**config.mk**
```make
export PLATFORM = sky130hd
export DESIGN_NAME = stkt_div
export DESIGN_NICKNAME = d
export VERILOG_FILES = /design/src/rtl/stkt_div.sv
export SDC_FILE = /design/constraint.sdc
export NUM_CORES = 1
export LEC_CHECK = 0
export BUFFER_PORTS_ARGS = -buffer_cell sky130_fd_sc_hd__buf_2
export CAP_MARGIN = 25
export CORE_AREA = 3 3 184 186
export DETAILED_ROUTE_END_ITERATION = 6
export DIE_AREA = 0 0 187 189
export PLACE_DENSITY = 0.49
export REMOVE_ABC_BUFFERS = 1
export SYNTH_ARGS = -nofsm -noshare
export SYNTH_HDL_FRONTEND = slang
export SYNTH_SLANG_ARGS = --single-unit
```
**constraint.sdc**
```tcl
create_clock -name clock -period 2.2 [get_ports clock]
set_input_delay 0.11 -clock clock [delete_from_list [all_inputs] [get_ports clock]]
set_output_delay 0.11 -clock clock [all_outputs]
set_load 0.02 [all_outputs]
```
**src/rtl/stkt_div.sv**
```systemverilog
// ----------------------------------------------------------------------------
// stkt_div
// Pipelined restoring divider, one quotient bit per stage. The caller
// guarantees the quotient fits in Q_W bits.
// ----------------------------------------------------------------------------
module stkt_div #(
   parameter int DEN_W = 8,
   parameter int Q_W   = 8,
   parameter int SB_W  = 1
) (
   input  logic                 clock,
   input  logic                 reset,
   input  logic                 in_valid,
   input  logic [Q_W+DEN_W-1:0] in_num,
   input  logic [DEN_W-1:0]     in_den,
   input  logic [SB_W-1:0]      in_sb,
   output logic                 out_valid,
   output logic [Q_W-1:0]       out_quo,
   output logic [SB_W-1:0]      out_sb
);

   logic             v_ff   [0:Q_W];
   logic [DEN_W-1:0] rem_ff [0:Q_W];
   logic [Q_W-1:0]   lo_ff  [0:Q_W];
   logic [Q_W-1:0]   quo_ff [0:Q_W];
   logic [DEN_W-1:0] den_ff [0:Q_W];
   logic [SB_W-1:0]  sb_ff  [0:Q_W];

   always_ff @(posedge clock) begin
      if (reset) begin
         v_ff[0] <= 1'b0;
      end else begin
         v_ff[0] <= in_valid;
      end
      rem_ff[0] <= in_num[Q_W+DEN_W-1:Q_W];
      lo_ff[0]  <= in_num[Q_W-1:0];
      quo_ff[0] <= '0;
      den_ff[0] <= in_den;
      sb_ff[0]  <= in_sb;
   end

   for (genvar k = 1; k <= Q_W; k++) begin : g_step
      logic [DEN_W:0] trial;
      logic           ge;
      logic [DEN_W:0] diff;
      logic [DEN_W-1:0] rem_in;

      assign trial  = {rem_ff[k-1], lo_ff[k-1][Q_W-1]};
      assign ge     = trial >= {1'b0, den_ff[k-1]};
      assign diff   = trial - {1'b0, den_ff[k-1]};
      assign rem_in = ge ? diff[DEN_W-1:0] : trial[DEN_W-1:0];

      always_ff @(posedge clock) begin
         if (reset) begin
            v_ff[k] <= 1'b0;
         end else begin
            v_ff[k] <= v_ff[k-1];
         end
         rem_ff[k] <= rem_in;
         lo_ff[k]  <= {lo_ff[k-1][Q_W-2:0], 1'b0};
         quo_ff[k] <= {quo_ff[k-1][Q_W-2:0], ge};
         den_ff[k] <= den_ff[k-1];
         sb_ff[k]  <= sb_ff[k-1];
      end
   end

   assign out_valid = v_ff[Q_W];
   assign out_quo   = quo_ff[Q_W];
   assign out_sb    = sb_ff[Q_W];

endmodule

```
==> flow_summary.yaml <==
sta:
  period_needed_ns: 2.11
  worst_pin_slew_ns: 0.446
  drv_slew: 0
  skew_ns: 0.00506
  finalSetupViolCount: 0
  hold_violations: 0
  period_share_pct: 95.8
  fmaxAchievable_mhz: 475
  hold-worst-slack_ns: 0.226
  slew_headroom_pct: 69.5
worst_setup_path:
  cp_max_fo: 8
  arrival_ns: 2.50
  critPathLaunch: "lo_ff[0][23]"
  slowest_delay_ns: 0.33
  endpoint_kind: "flip-flop"
  crit_path_start_kind: "flip-flop"
  critPathSlowestCell: "a2111oi_4"
  path_cells: "inv_1 > ha_1 > nand2b_4 > a211oi_4 > o21ai_2 > a2111oi_4 > clkbuf_16 > mux2_2"
  worstPathRequired_ns: 2.59
  crit_type: "flip-flop to flip-flop"
  regToRegStartpoint: "lo_ff[0][23]"
routing:
  drt-wirelength-per-cell_um: 11.2
  vias: 5227
  via_per_inst: 3.99
  drtIter0Drc: 167
  first_pass_iters: 4
  drt_wl_total_mm: 14.7
  drc: 0
  detail-route-antenna-nets: 0
floorplanning:
  std_cell_rows: 66
  die_w_um: 187
  pin_count: 38
  die_h_um: 189
  die-area_mm2: 0.0353
  core-area_mm2: 0.0325
  start_util_pct: 24.9
synth:
  ys_ff_latch: 218
  yosys_most_used_dff: "dfxtp_1"
  synth_area_leaders: "dfxtp_1, ha_1, inv_1"
  synthCells: 740
  yosysTopAreaCell: "dfxtp_1"
  yosysWarnings: 0
  ys_seq_area_share_pct: 53.9
  ys_types: 58
  synth_area_mm2: 0.00809
  syn_avg_cell_area_um2: 10.9
  synth_commonest_cells: "dfxtp_1, inv_1, ha_1, nand2_1, a21oi_1"
  ys_async_sr_fraction_pct: 0
  synth_top_area_share_pct: 53.9
  synth.most_common_cell: "dfxtp_1"
  synth_edf_count: 0
global_routing:
  grt_overflow: 0
  grt_max_degree: 18
  antenna_found_initial: 0
  grt_use_total_pct: 8.26
  grt_pass1_vias: 5126
  grt_pass1_wl_mm: 24.4
power:
  power.density_mw_per_mm2: 1400
  vdd_drop_max_uv: 573
  p_leak_nw: 4.55
  fin_total_pwr_mw: 14.3
clocking:
  insertion_delay_ns: 0.51
  cts_tree: "built"
  clockBufferDepth: 3
  cts-buffers-inserted: 24
  htreeDepth: 1
  cts_sinks: 218
  root_buffer: "clkbuf_16"
  clk_pin_slew_ns: 0.06
final_layout:
  nNetsFinal: 951
  final_core_util_pct: 31.4
  syn2layout_area_growth_pct: 25.8
  n_fill_cell: 3334
  antenna_cells: 0
  drive_gt1_share_pct: 17.8
placed_design:
  hpwl_mm: 10.9
  gp_congestion: 0.806
  io_buffers: 37
hold_path:
  hold_class: "primary input to flip-flop"
  hp-start: "in_sb"
flow_run:
  drv_cap: 0
outcome:
  status: "finished clean"
critical path: cells and delay by family, from the launching register on:
kind | cells | cell delay [ns]
AO/OA/AOI/OAI | 3 | 0.64
adder cells (fa/ha/maj) | 1 | 0.30
buffers and inverters | 2 | 0.27
flip-flops | 1 | 0.30
multiplexers | 1 | 0.33
AND/OR/NAND/NOR | 1 | 0.15
metrics by stage:
| step | instances | setup WS [ns] | TNS [ns] | instance area, um^2 |
|---|---|---|---|---|
| 5_1_grt | 1311 | -0.0144 | -0.0150 | 10200 |
| 2_1_floorplan | 726 | 0.0162 | 0 | 8010 |
| 6_report | 1311 | 0.0929 | 0 | 10200 |
| 3_3_place_gp | 1238 | 0.0199 | 0 | 9010 |
| 4_1_cts | 1309 | 0.0117 | 0 | 10100 |
| 3_5_place_dp | 1238 | -0.00652 | -0.0150 | 9010 |
what timing repair did:
action,4_1_cts,5_1_grt
buffers inserted,0,2
setup endpoints to repair,5,26
gates resized for setup,0,13
gates cloned,0,0
pin swaps,1,5
hold buffers,28,0
endpoints found under the hold margin,34,0
final cells by class:
type	count	area, um^2	share of cell area, %
clock buffer	33	696	6.83
clock inverter	10	136	1.34
inverter	98	368	3.61
multi-input combinational	410	3310	32.5
sequential	218	4370	42.9
tap	442	553	5.43
timing repair buffer	100	749	7.36
power by group:
part	total (mW)	internal [mW]	switching, mW
logic	4.94	2.54	2.40
registers	5.21	4.82	0.386
clock network	4.14	2.56	1.58
state kept, by name (all words and copies together), names as in the netlist:
register and count:
sb_ff 9, den_ff 64, lo_ff 36, v_ff 9
quo_ff 36, rem_ff 64
final timing paths:
kind                   end  slack, ns  cells past startpoint
min            sb_ff[0][0]       0.23                      2
max          rem_ff[0][28]       0.09                      8
min reg2reg   lo_ff[0][46]       0.32                      0
max reg2reg  rem_ff[0][28]       0.09                      8
routing by layer:
layer | part of all wire (%) | GRT usage (%)
met2 | 48 | 14.9
met5 | 0 | 0
met1 | 44 | 9.64
met4 | 3.4 | 2.88
met3 | 4.0 | 1.87
kinds of logic (layout without fill, tap and decap cells):
group	after synthesis	count (layout)	share of synthesized area [%]
buffers and inverters	112	241	5.58
adders and majority gates	71	71	11.6
AOI/OAI and AO/OA	149	149	13.0
and+or+nand+nor	132	132	8.66
muxes	37	37	4.95
DFF	218	218	53.9
xor gates and xnor gates	21	21	2.27
cells in the final DEF (no fill, tap or decap), types with 8 or more instances in the layout:
master	instances
dfxtp_1	216
inv_1	98
ha_1	62
buf_2	37
buf_4	33
nand2_1	29
dlygate4sd3_1	28
nor2b_1	26
o21ai_0	26
clkbuf_16	26
o21a_1	25
nor2_1	25
mux2_2	24
a21oi_1	23
xnor2_1	16
a21o_1	15
mux2i_1	13
nor3_1	11
nand3_1	8
Power figures use the tool's default switching activity.
