`src/rtl/stkt_pkg.sv`:
```
// ----------------------------------------------------------------------------
// stkt_pkg
// Shared widths, register codes and pipeline payload types of the Student-t
// kernel table point generator.
// ----------------------------------------------------------------------------
package stkt_pkg;

   localparam int COORD_W   = 7;
   localparam int SUPPORT_W = 16;
   localparam int RADIUS_W  = 6;
   localparam int IDX_W     = 13;
   localparam int WEIGHT_W  = 17;
   localparam int GRAD_W    = 16;
   localparam int MAG_W     = 15;
   localparam int OFS_Q_W   = 16;   // quotient bits of the offset divide
   localparam int SQ_W      = 2 * MAG_W;
   localparam int DEN_W     = 32;   // 1.0 + x^2 + y^2 in Q16.16
   localparam int CSR_IDX_W = 1;
   localparam int CSR_W     = 16;

   localparam int DEF_MAX_RADIUS = 32;

   localparam logic [RADIUS_W-1:0]  RADIUS_RST  = RADIUS_W'(32);
   localparam logic [SUPPORT_W-1:0] SUPPORT_RST = SUPPORT_W'(256);
   localparam logic [MAG_W-1:0]     MAG_MAX     = {MAG_W{1'b1}};

   localparam logic [CSR_IDX_W-1:0] CSR_RADIUS  = 1'b0;
   localparam logic [CSR_IDX_W-1:0] CSR_SUPPORT = 1'b1;

   typedef struct packed {
      logic [IDX_W-1:0] idx;
      logic             neg_x;
   } front_sb_type;

   typedef struct packed {
      logic [IDX_W-1:0] idx;
      logic [MAG_W-1:0] xm;
      logic [MAG_W-1:0] ym;
      logic             nx;
      logic             ny;
   } point_type;

endpackage

```
`src/rtl/stkt_grad.sv`:
```
// ----------------------------------------------------------------------------
// stkt_grad
// Gradient terms t*t*x and t*t*y: square, scale, round and sign, then
// drive the result registers.
// ----------------------------------------------------------------------------
module stkt_grad
   import stkt_pkg::*;
(
   input  logic                 clock,
   input  logic                 reset,
   input  logic                 in_valid,
   input  logic [WEIGHT_W-1:0]  in_t,
   input  point_type            in_pt,
   output logic                 out_valid,
   output logic [IDX_W-1:0]     out_idx,
   output logic [WEIGHT_W-1:0]  out_weight,
   output logic [GRAD_W-1:0]    out_grad_x,
   output logic [GRAD_W-1:0]    out_grad_y
);

   localparam int TT_W = 2 * WEIGHT_W;
   localparam int P_W  = TT_W + MAG_W;

   logic                v1_ff;
   logic [TT_W-1:0]     tt_ff;
   logic [WEIGHT_W-1:0] t1_ff;
   point_type           pt1_ff;

   logic                v2_ff;
   logic [P_W-1:0]      px_ff;
   logic [P_W-1:0]      py_ff;
   logic [WEIGHT_W-1:0] t2_ff;
   point_type           pt2_ff;

   logic [P_W:0]        rx;
   logic [P_W:0]        ry;
   logic [GRAD_W-1:0]   gx;
   logic [GRAD_W-1:0]   gy;
   logic [GRAD_W-1:0]   gx_in;
   logic [GRAD_W-1:0]   gy_in;

   logic                v3_ff;
   logic [IDX_W-1:0]    idx_ff;
   logic [WEIGHT_W-1:0] w_ff;
   logic [GRAD_W-1:0]   gx_ff;
   logic [GRAD_W-1:0]   gy_ff;

   always_comb begin
      rx    = {1'b0, px_ff} + ((P_W+1)'(1) << 39);
      ry    = {1'b0, py_ff} + ((P_W+1)'(1) << 39);
      gx    = GRAD_W'(rx[P_W:40]);
      gy    = GRAD_W'(ry[P_W:40]);
      gx_in = pt2_ff.nx ? GRAD_W'(-gx) : gx;
      gy_in = pt2_ff.ny ? GRAD_W'(-gy) : gy;
   end

   always_ff @(posedge clock) begin
      if (reset) begin
         v1_ff <= 1'b0;
         v2_ff <= 1'b0;
         v3_ff <= 1'b0;
      end else begin
         v1_ff <= in_valid;
         v2_ff <= v1_ff;
         v3_ff <= v2_ff;
      end
      tt_ff  <= in_t * in_t;
      t1_ff  <= in_t;
      pt1_ff <= in_pt;
      px_ff  <= tt_ff * pt1_ff.xm;
      py_ff  <= tt_ff * pt1_ff.ym;
      t2_ff  <= t1_ff;
      pt2_ff <= pt1_ff;
      idx_ff <= pt2_ff.idx;
      w_ff   <= t2_ff;
      gx_ff  <= gx_in;
      gy_ff  <= gy_in;
   end

   assign out_valid  = v3_ff;
   assign out_idx    = idx_ff;
   assign out_weight = w_ff;
   assign out_grad_x = gx_ff;
   assign out_grad_y = gy_ff;

endmodule

```
`config.mk`:
```
export PLATFORM = sky130hd
export DESIGN_NAME = stkt_grad
export DESIGN_NICKNAME = d
export VERILOG_FILES = /design/src/rtl/stkt_pkg.sv /design/src/rtl/stkt_grad.sv
export SDC_FILE = /design/constraint.sdc
export NUM_CORES = 2
export LEC_CHECK = 0
export BUFFER_PORTS_ARGS = -buffer_cell sky130_fd_sc_hd__clkbuf_2
export CAP_MARGIN = 0
export CORE_UTILIZATION = 60
export CTS_BUF_LIST = sky130_fd_sc_hd__clkbuf_2
export DETAILED_ROUTE_END_ITERATION = 6
export PLACE_DENSITY = 0.82
export SETUP_SLACK_MARGIN = 0.4
export SLEW_MARGIN = 10
export SYNTH_ARGS = -nofsm -noshare
export SYNTH_HDL_FRONTEND = slang
export SYNTH_SLANG_ARGS = --single-unit
export TNS_END_PERCENT = 100
```
`constraint.sdc`:
```
create_clock -name clock -period 7.6 [get_ports clock]
set_input_delay 0.38 -clock clock [delete_from_list [all_inputs] [get_ports clock]]
set_output_delay 0.38 -clock clock [all_outputs]
set_load 0.02 [all_outputs]
```
==> results.toml <==
[floorplan]
core_area_sq_um = 73300
dieArea_sq_um = 75600
rows = 99
die_w_um = 275
pin_count = 128
die_h_um = 275
start_util_pct = 60.9

[logic_synthesis]
ys_types = 81
synth_area_leader_cell = "fa_1"
ys_seq_elements = 211
ys.warnings.count = 0
syn_inst = 4884
ys_seq_area_share_pct = 9.46
synth_edf_count = 0
netlist_area_sq_um = 44700
synth_area_leaders = "fa_1, inv_1, ha_1, dfxtp_1, and2_1"
async_flop_share_pct = 0
synth_ff_type = "dfxtp_1"
synth_area_per_cell_sq_um = 9.15
synth_top_area_share_pct = 44.9

[final_layout]
areaGrowthSynthToFinish_pct = 7.48
mostFrequentLayoutCells = "inv_1, fa_1, and2_1"
fin_nets = 6444
layout_commonest_cell = "inv_1"
fillers = 5821
drive_above_1_share_pct = 6.52

[route]
vias = 32632
dr.pass1.iters = 7
wirelength_um = 102000
viasPerCell = 5.40
postRouteAntennaNets = 0
wire_per_inst_um = 17.0
drc = 3
drtIter0Drc = 1929

[clock_network]
cts_made_buffers = 66
cts_sinks = 211
cts.root.buffer_cell = "clkbuf_2"
cts_tree = "built"
path_clk_slew_ps = 100
clockBufferDepth = 3
insertion_delay_ps = 1080
cts_htree_levels = 3

[timing]
finalHoldViolCount = 0
period_minus_slack_ps = 6810
grt_setup_unrepaired = "no"
relSlewSlack_pct = 14.8
drv_slew = 0
min_period_over_period_pct = 89.6
finalSetupViolCount = 0
final.setup.tns_ps = 0
max_freq_ghz = 0.147
clock_skew_ps = 148
tightest_slew_ps = 1280

[critical_path]
required_ps = 8430
critPathKind = "flop to flop"
cpMostUsedCell = "fa_1"
cp_slowest_cell = "dfxtp_1"
path_cells = "nand2_1 -> fa_1 -> inv_1 -> fa_1 -> fa_1 -> fa_1 -> fa_1 -> inv_1 -> fa_1 -> inv_1 -> ha_1 -> a21oi_1 -> o211ai_1 -> a211oi_1 -> o221ai_1 -> a211oi_2 -> nor4_1 -> a311o_1"
cp_top_family = "adder cells"
arrival_ps = 7640
crit_buf_inv = 3
slowest_delay_ps = 1180
worstSetupEndpointType = "flop"
startpoint_type = "flop"
path_max_fanout = 30

[grt]
grt_pass1_vias = 35789
track_usage_pct = 28.9
grt_pass1_wl_um = 175000
antenna_found_initial = 3
globalRouteOverflowTotal = 0
grt_max_degree = 34

[status]
violations = "DRC"
status = "complete, but fails checks"

[place]
port_buffers = 127
place_congestion = 0.908
dp_hpwl_um = 80900

[job]
maxCapViolCount = 0

[min_path]
holdCritPathClass = "flop to flop"
state kept, by name, summed over array words and instances, names as in the netlist, 10 cells and up:
signal / count
out_grad_x: 16
out_grad_y: 16
out_idx: 13
out_weight: 17
pt1_ff: 45
pt2_ff: 15
px_ff: 10
py_ff: 10
t1_ff: 17
t2_ff: 17
tt_ff: 32
synth_stat cells, types with 7 or more instances:
cell type	instances
inv_1	1185
o21ai_0	44
o21bai_1	13
nor2_1	79
xnor2_1	58
nor3_1	19
o21ai_1	20
fa_1	1003
a21oi_1	104
o211ai_1	15
a21o_1	48
o21a_1	16
nor2b_1	17
ha_1	344
nand2b_1	7
clkbuf_1	232
o31ai_1	8
and3_1	20
a31oi_1	17
xor2_1	35
nand4_1	23
nand2_1	553
a211oi_1	16
nand3_1	43
dfxtp_1	211
and2_1	641
layout make-up:
cell class,count,area (sq um),area share (%)
Clock inverter,32,300,0.625
Antenna cell,3,7.51,0.0156
Clock buffer,82,410,0.855
Multi-Input combinational cell,3259,35100,73.2
Timing Repair Buffer,309,2290,4.77
Tap cell,959,1200,2.50
Inverter,1185,4450,9.26
Sequential cell,211,4230,8.81
metrics by stage:
step | hold WS (ps) | cell area (sq um) | worst slack, ps | cells | utilization, %
after detailed placement | 312 | 46200 | 929 | 5812 | 63.0
after global placement | 310 | 46200 | 1100 | 5812 | 63.0
final | 289 | 48000 | 787 | 6040 | 65.5
after global routing | 178 | 48000 | 494 | 6040 | 65.5
after CTS | 148 | 48000 | 825 | 6037 | 65.5
after floorplan | 310 | 44700 | 1750 | 4895 | -
cell families (layout without fill, tap and decap cells):
| family | after synthesis | after routing | share of synthesized area (%) |
|---|---|---|---|
| buf+inv | 1425 | 1608 | 12.0 |
| mux | 7 | 7 | 0.165 |
| flops | 211 | 211 | 9.46 |
| xor+xnor | 93 | 93 | 1.82 |
| simple gates | 1435 | 1435 | 16.5 |
| compound gates | 365 | 365 | 5.42 |
| fa+ha+maj | 1347 | 1347 | 54.6 |
| other cells | 1 | 15 | 0.00839 |
worst paths after layout:
check	cells past startpoint	from	slack (ps)	end
min reg2reg	0	pt2_ff[36]	290	out_idx[4]
min	0	pt2_ff[36]	290	out_idx[4]
max reg2reg	18	tt_ff[7]	790	px_ff[44]
max	18	tt_ff[7]	790	px_ff[44]
layer usage:
metal,global-route usage (%),wire [um],share of wire [%],up-vias
li1,-,-,-,14663
met2,48.9,49800,49,1253
met5,0,12,0.012,-
met1,37.4,41000,40,16469
met4,9.62,3250,3.2,2
met3,5.78,8360,8.2,245
repair_timing:
| item | in CTS | in global routing |
|---|---|---|
| hold buffers | 111 | 0 |
| resized for setup | 0 | 1 |
| setup endpoints to repair | 0 | 1 |
| endpoints found under the hold margin | 67 | 0 |
| buffers inserted | 0 | 0 |
Power is left out: the tool's default activity adds up to more than one toggle a clock period on the data nets, which glitch-free logic cannot reach.
