## config.mk

```make
export PLATFORM = sky130hd
export DESIGN_NAME = stkt_front
export DESIGN_NICKNAME = d
export VERILOG_FILES = /design/src/rtl/stkt_pkg.sv /design/src/rtl/stkt_front.sv
export SDC_FILE = /design/constraint.sdc
export NUM_CORES = 1
export LEC_CHECK = 0
export BUFFER_PORTS_ARGS = -buffer_cell sky130_fd_sc_hd__buf_2
export CAP_MARGIN = 15
export CELL_PAD_IN_SITES_DETAIL_PLACEMENT = 0
export CELL_PAD_IN_SITES_GLOBAL_PLACEMENT = 1
export CORE_ASPECT_RATIO = 1.25
export CORE_MARGIN = 5
export CORE_UTILIZATION = 45
export CTS_CLUSTER_DIAMETER = 200
export DETAILED_ROUTE_END_ITERATION = 12
export GPL_TIMING_DRIVEN = 0
export PLACE_DENSITY = 0.78
export SYNTH_ARGS = -nofsm -noshare
export SYNTH_HDL_FRONTEND = slang
export SYNTH_SLANG_ARGS = --single-unit
```

## constraint.sdc

```tcl
create_clock -name clock -period 28.7 [get_ports clock]
set_clock_uncertainty 0.15 [all_clocks]
set_input_delay 2.87 -clock clock [delete_from_list [all_inputs] [get_ports clock]]
set_output_delay 2.87 -clock clock [all_outputs]
set_load 0.03 [all_outputs]
```

## src/rtl/stkt_pkg.sv

```systemverilog
// ----------------------------------------------------------------------------
// stkt_pkg
// Shared widths, register codes and pipeline payload types of the Student-t
// kernel table point generator.
// ----------------------------------------------------------------------------
package stkt_pkg;

   localparam int COORD_W   = 7;
   localparam int SUPPORT_W = 16;
   localparam int RADIUS_W  = 6;
   localparam int IDX_W     = 13;
   localparam int WEIGHT_W  = 17;
   localparam int GRAD_W    = 16;
   localparam int MAG_W     = 15;
   localparam int OFS_Q_W   = 16;   // quotient bits of the offset divide
   localparam int SQ_W      = 2 * MAG_W;
   localparam int DEN_W     = 32;   // 1.0 + x^2 + y^2 in Q16.16
   localparam int CSR_IDX_W = 1;
   localparam int CSR_W     = 16;

   localparam int DEF_MAX_RADIUS = 32;

   localparam logic [RADIUS_W-1:0]  RADIUS_RST  = RADIUS_W'(32);
   localparam logic [SUPPORT_W-1:0] SUPPORT_RST = SUPPORT_W'(256);
   localparam logic [MAG_W-1:0]     MAG_MAX     = {MAG_W{1'b1}};

   localparam logic [CSR_IDX_W-1:0] CSR_RADIUS  = 1'b0;
   localparam logic [CSR_IDX_W-1:0] CSR_SUPPORT = 1'b1;

   typedef struct packed {
      logic [IDX_W-1:0] idx;
      logic             neg_x;
   } front_sb_type;

   typedef struct packed {
      logic [IDX_W-1:0] idx;
      logic [MAG_W-1:0] xm;
      logic [MAG_W-1:0] ym;
      logic             nx;
      logic             ny;
   } point_type;

endpackage

```

## src/rtl/stkt_front.sv

```systemverilog
// ----------------------------------------------------------------------------
// stkt_front
// Clamp the coordinates, form the table index and the rounded-offset
// dividends |c-R|*support*2+R over 2R.
// ----------------------------------------------------------------------------
module stkt_front
   import stkt_pkg::*;
#(
   parameter int RW = 6
) (
   input  logic                    clock,
   input  logic                    reset,
   input  logic                    in_valid,
   input  logic [COORD_W-1:0]      in_col,
   input  logic [COORD_W-1:0]      in_row,
   input  logic [RW-1:0]           radius,
   input  logic [SUPPORT_W-1:0]    support,
   output logic                    out_valid,
   output logic [OFS_Q_W+RW:0]     out_num_x,
   output logic [OFS_Q_W+RW:0]     out_num_y,
   output logic [RW:0]             out_den,
   output front_sb_type            out_sb,
   output logic                    out_neg_y
);

   logic [RW:0]          top;
   logic [COORD_W-1:0]   col_c;
   logic [COORD_W-1:0]   row_c;
   logic [RW-1:0]        ad_x;
   logic [RW-1:0]        ad_y;
   logic [OFS_Q_W+RW:0]  num_x_in;
   logic [OFS_Q_W+RW:0]  num_y_in;
   logic [IDX_W-1:0]     idx_in;
   logic                 valid_ff;
   logic [OFS_Q_W+RW:0]  num_x_ff;
   logic [OFS_Q_W+RW:0]  num_y_ff;
   logic [RW:0]          den_ff;
   front_sb_type         sb_ff;
   logic                 neg_y_ff;

   always_comb begin
      top   = {radius, 1'b0};
      col_c = (32'(in_col) > 32'(top)) ? COORD_W'(top) : in_col;
      row_c = (32'(in_row) > 32'(top)) ? COORD_W'(top) : in_row;
      ad_x  = (32'(col_c) >= 32'(radius)) ? RW'(32'(col_c) - 32'(radius))
                                          : RW'(32'(radius) - 32'(col_c));
      ad_y  = (32'(row_c) >= 32'(radius)) ? RW'(32'(row_c) - 32'(radius))
                                          : RW'(32'(radius) - 32'(row_c));
      num_x_in = {(OFS_Q_W+RW)'(ad_x) * (OFS_Q_W+RW)'(support), 1'b0}
                 + (OFS_Q_W+RW+1)'(radius);
      num_y_in = {(OFS_Q_W+RW)'(ad_y) * (OFS_Q_W+RW)'(support), 1'b0}
                 + (OFS_Q_W+RW+1)'(radius);
      idx_in   = IDX_W'(32'(row_c) * (32'(top) + 32'd1) + 32'(col_c));
   end

   always_ff @(posedge clock) begin
      if (reset) begin
         valid_ff <= 1'b0;
      end else begin
         valid_ff <= in_valid;
      end
      num_x_ff     <= num_x_in;
      num_y_ff     <= num_y_in;
      den_ff       <= top;
      sb_ff.idx    <= idx_in;
      sb_ff.neg_x  <= 32'(col_c) < 32'(radius);
      neg_y_ff     <= 32'(row_c) < 32'(radius);
   end

   assign out_valid = valid_ff;
   assign out_num_x = num_x_ff;
   assign out_num_y = num_y_ff;
   assign out_den   = den_ff;
   assign out_sb    = sb_ff;
   assign out_neg_y = neg_y_ff;

endmodule

```

==> metrics.md <==
| Metric | Value |
|---|---|
| Post-CTS Setup Repair Bufs | 0 |
| Nets | approximately 1800 |
| Number of flops mapped to enable cells by yosys | 0 |
| IO Pins | approximately 110 |
| Wire per inst | between 10 and 15 um |
| Grt met2 use | 34.92% |
| Ranking of synthesized cells by area | fa_1 (26%), ha_1 (16%), dfxtp_1 (11%), inv_1 (7.5%), and2_1 (7.2%) |
| Syn Nets | 1646 |
| Commonest non-fill, non-tap cell in the layout | inv_1 |
| Sequential cell area fraction in the yosys report | a little under an eighth |
| Status | complete, no violations |
| Max_cap viols | 0 |
| Initial Utilization | 45.63% |
| DPL Wire Length | around 21 mm |
| Total Negative Setup Slacks | 0 ns |
| Slowest stage delay, CP | approximately 0.63 ns |
| Mapped cell area | approximately 12000 um^2 |
| First-pass GRT wire length | around 44 mm |
| I/O Buffers | 106 |
| Yosys cell types | 64 |
| Yosys reg bits | 66 |
| Root buf cell | clkbuf_16 |
| Max H-tree Level | 3 |
| GR Util met3 | approximately 2.5% |
| Pre-antenna DRT Iters | 4 |
| Startpoint types | input port |
| Initial drt markers | 239 |
| CTS Buffer Depth | 2 |
| Antenna viol nets, final | 0 |
| Core area | between 20000 and 30000 um^2 |
| Row cnt | 65 |
| GPL Wtd Cong | about 0.84 |
| Chip height | about 190 um |
| Drc violations | 0 |
| Total Die Area | 28970 um^2 |
| Critical path type | in -> reg |
| Pins Over Slew Limit | 0 |
| Synth area leader | fa_1 |
| Total clock sinks | between 60 and 70 |
| Final setup viols | 0 |
| Total GRT Usage | between 10% and 20% |
| Final min period | approximately 13 ns |
| Hold Path Class | in -> reg |
| Initial antenna violation count | 0 |
| Largest net degree at the start of global routing | 16 |
| Area grow syn2layout | 10.75% |
| Vias in the first global route | 9367 |
| DP Area | around 12000 um^2 |
| GR Util met1 | between 20% and 30% |
| Post_cts resized | 0 |
| Critical Path Sink Type | flip-flop |
| Worst Tran Pin Value | 0.7527 ns |
| CP max stage cell | xnor2_1 |
| Max_slew headroom | approximately 49% |
| Antenna diode count | 0 |
| Worst-path clk slew | about 0.06 ns |
| Top FF cell, synth | dfxtp_1 |
| Die W | about 150 um |
| Grt total ovfl | 0 |
| Util after Layout | between 50% and 60% |
| Most frequent cells in the layout | inv_1 (230), fa_1 (150), ha_1 (143) |
| GRT Max-Usage Layer | met2 |
| Final hold slack | between 2 and 3 ns |
| Share of cells above drive strength 1 | between 10% and 20% |
| Yosys warnings | 0 |
| Synth Instances | approximately 1300 |
| Count of final hold-check violations | 0 |
| CTS tree | built |
| Final Cell Area | 12780 um^2 |
| CP Data Required Time | between 20 and 30 ns |
| Worst EP arrival | ~13 ns |
| Fin crit share | between 40% and 50% |
| Fmax | between 70 and 80 MHz |
| Hold buffer count at cts | 0 |
| Synth top area share | between 20% and 30% |
| Crit-path max FO | 14 |
| Final Routed Wirelength | 25.52 mm |
| Mean post-synth cell area | ~8.8 um^2 |
| Unrepaired setup endpoints after global routing | no |
| Hold Path Stages | 2 |
| Total CTS buffers | 9 |
| Vias/cell | around 5 |
| Vias | approximately 8900 |
| Ys async rst share | 0% |
| Fillers | 2520 |
==> per-stage QoR <==
| step | setup slack, ns | std cells |
|---|---|---|
| final | 15.80 | 1771 |
| after CTS | 15.72 | 1771 |
| after global routing | 14.93 | 1771 |
| after global placement | 14.99 | 1755 |
| after floorplan | 17.47 | 1314 |
| after detailed placement | 15.38 | 1756 |
==> layer usage <==
layer / up-vias / part of all wire [%]
met2: 119 / 53
met1: 4330 / 42
met5: - / 0
li1: 4402 / -
met3: 26 / 2.9
met4: 0 / 2.0
==> cells by family (layout without fill, tap and decap cells) <==
group,Yosys count,count (layout),synth area share (%)
XOR/XNOR,86,86,6.526
flip-flops,66,66,11.45
multiplexers,20,20,1.886
adder cells (fa/ha/maj),293,293,41.52
other,1,1,0.03249
buffers and inverters,272,394,9.150
AND/OR/NAND/NOR,404,404,19.38
AO/OA/AOI/OAI,172,172,10.05
==> Yosys cell counts, types with 3 or more instances <==
cell	number
nor4_1	3
a21oi_1	41
a211oi_1	10
nand2_1	70
clkbuf_1	35
o21bai_1	5
mux2i_1	9
xnor2_1	57
nor3b_1	4
xor2_1	29
dfxtp_1	66
nand2b_1	17
buf_4	3
inv_1	230
nand4_1	9
nor2_1	54
a21o_1	33
and2_1	132
o211ai_1	5
buf_6	3
a21boi_0	4
ha_1	143
nor2b_1	55
mux2_2	10
nor3_1	10
o2111ai_1	3
o21ai_0	32
nand3b_1	7
fa_1	150
a31oi_1	4
and4_1	7
and3_1	5
nand3_1	22
o21a_1	10
==> critical path, delay by kind of cell <==
family          cells  cell delay [ns]
fa+ha+maj           6             2.53
compound gates     12             3.22
buf+inv             7             1.63
xor+xnor            2             0.77
mux                 1             0.17
simple gates        8             1.81
==> worst paths after layout <==
check                      from  slack (ns)            end
worst max-delay path  radius[3]       15.80  out_num_y[22]
worst min-delay path      reset        2.53      out_valid
==> registers in the layout, summed over array words and instances, names as in the netlist <==
name	flops
out_sb	14
out_num_y	23
out_valid	1
out_neg_y	1
out_den	5
out_num_x	22
==> cell type report <==
cell class,count,area (um^2),area share [%]
buffer,42,192.7,1.507
clock buffer,12,246.5,1.928
clock inverter,3,40.04,0.3132
inverter,230,863.3,6.754
multi-input combinational,976,9164,71.69
sequential,66,1321,10.34
tap,335,419.2,3.279
timing repair buffer,107,535.5,4.189
Power is left out: the tool's default activity adds up to more than one toggle a clock period on the data nets, which glitch-free logic cannot reach.
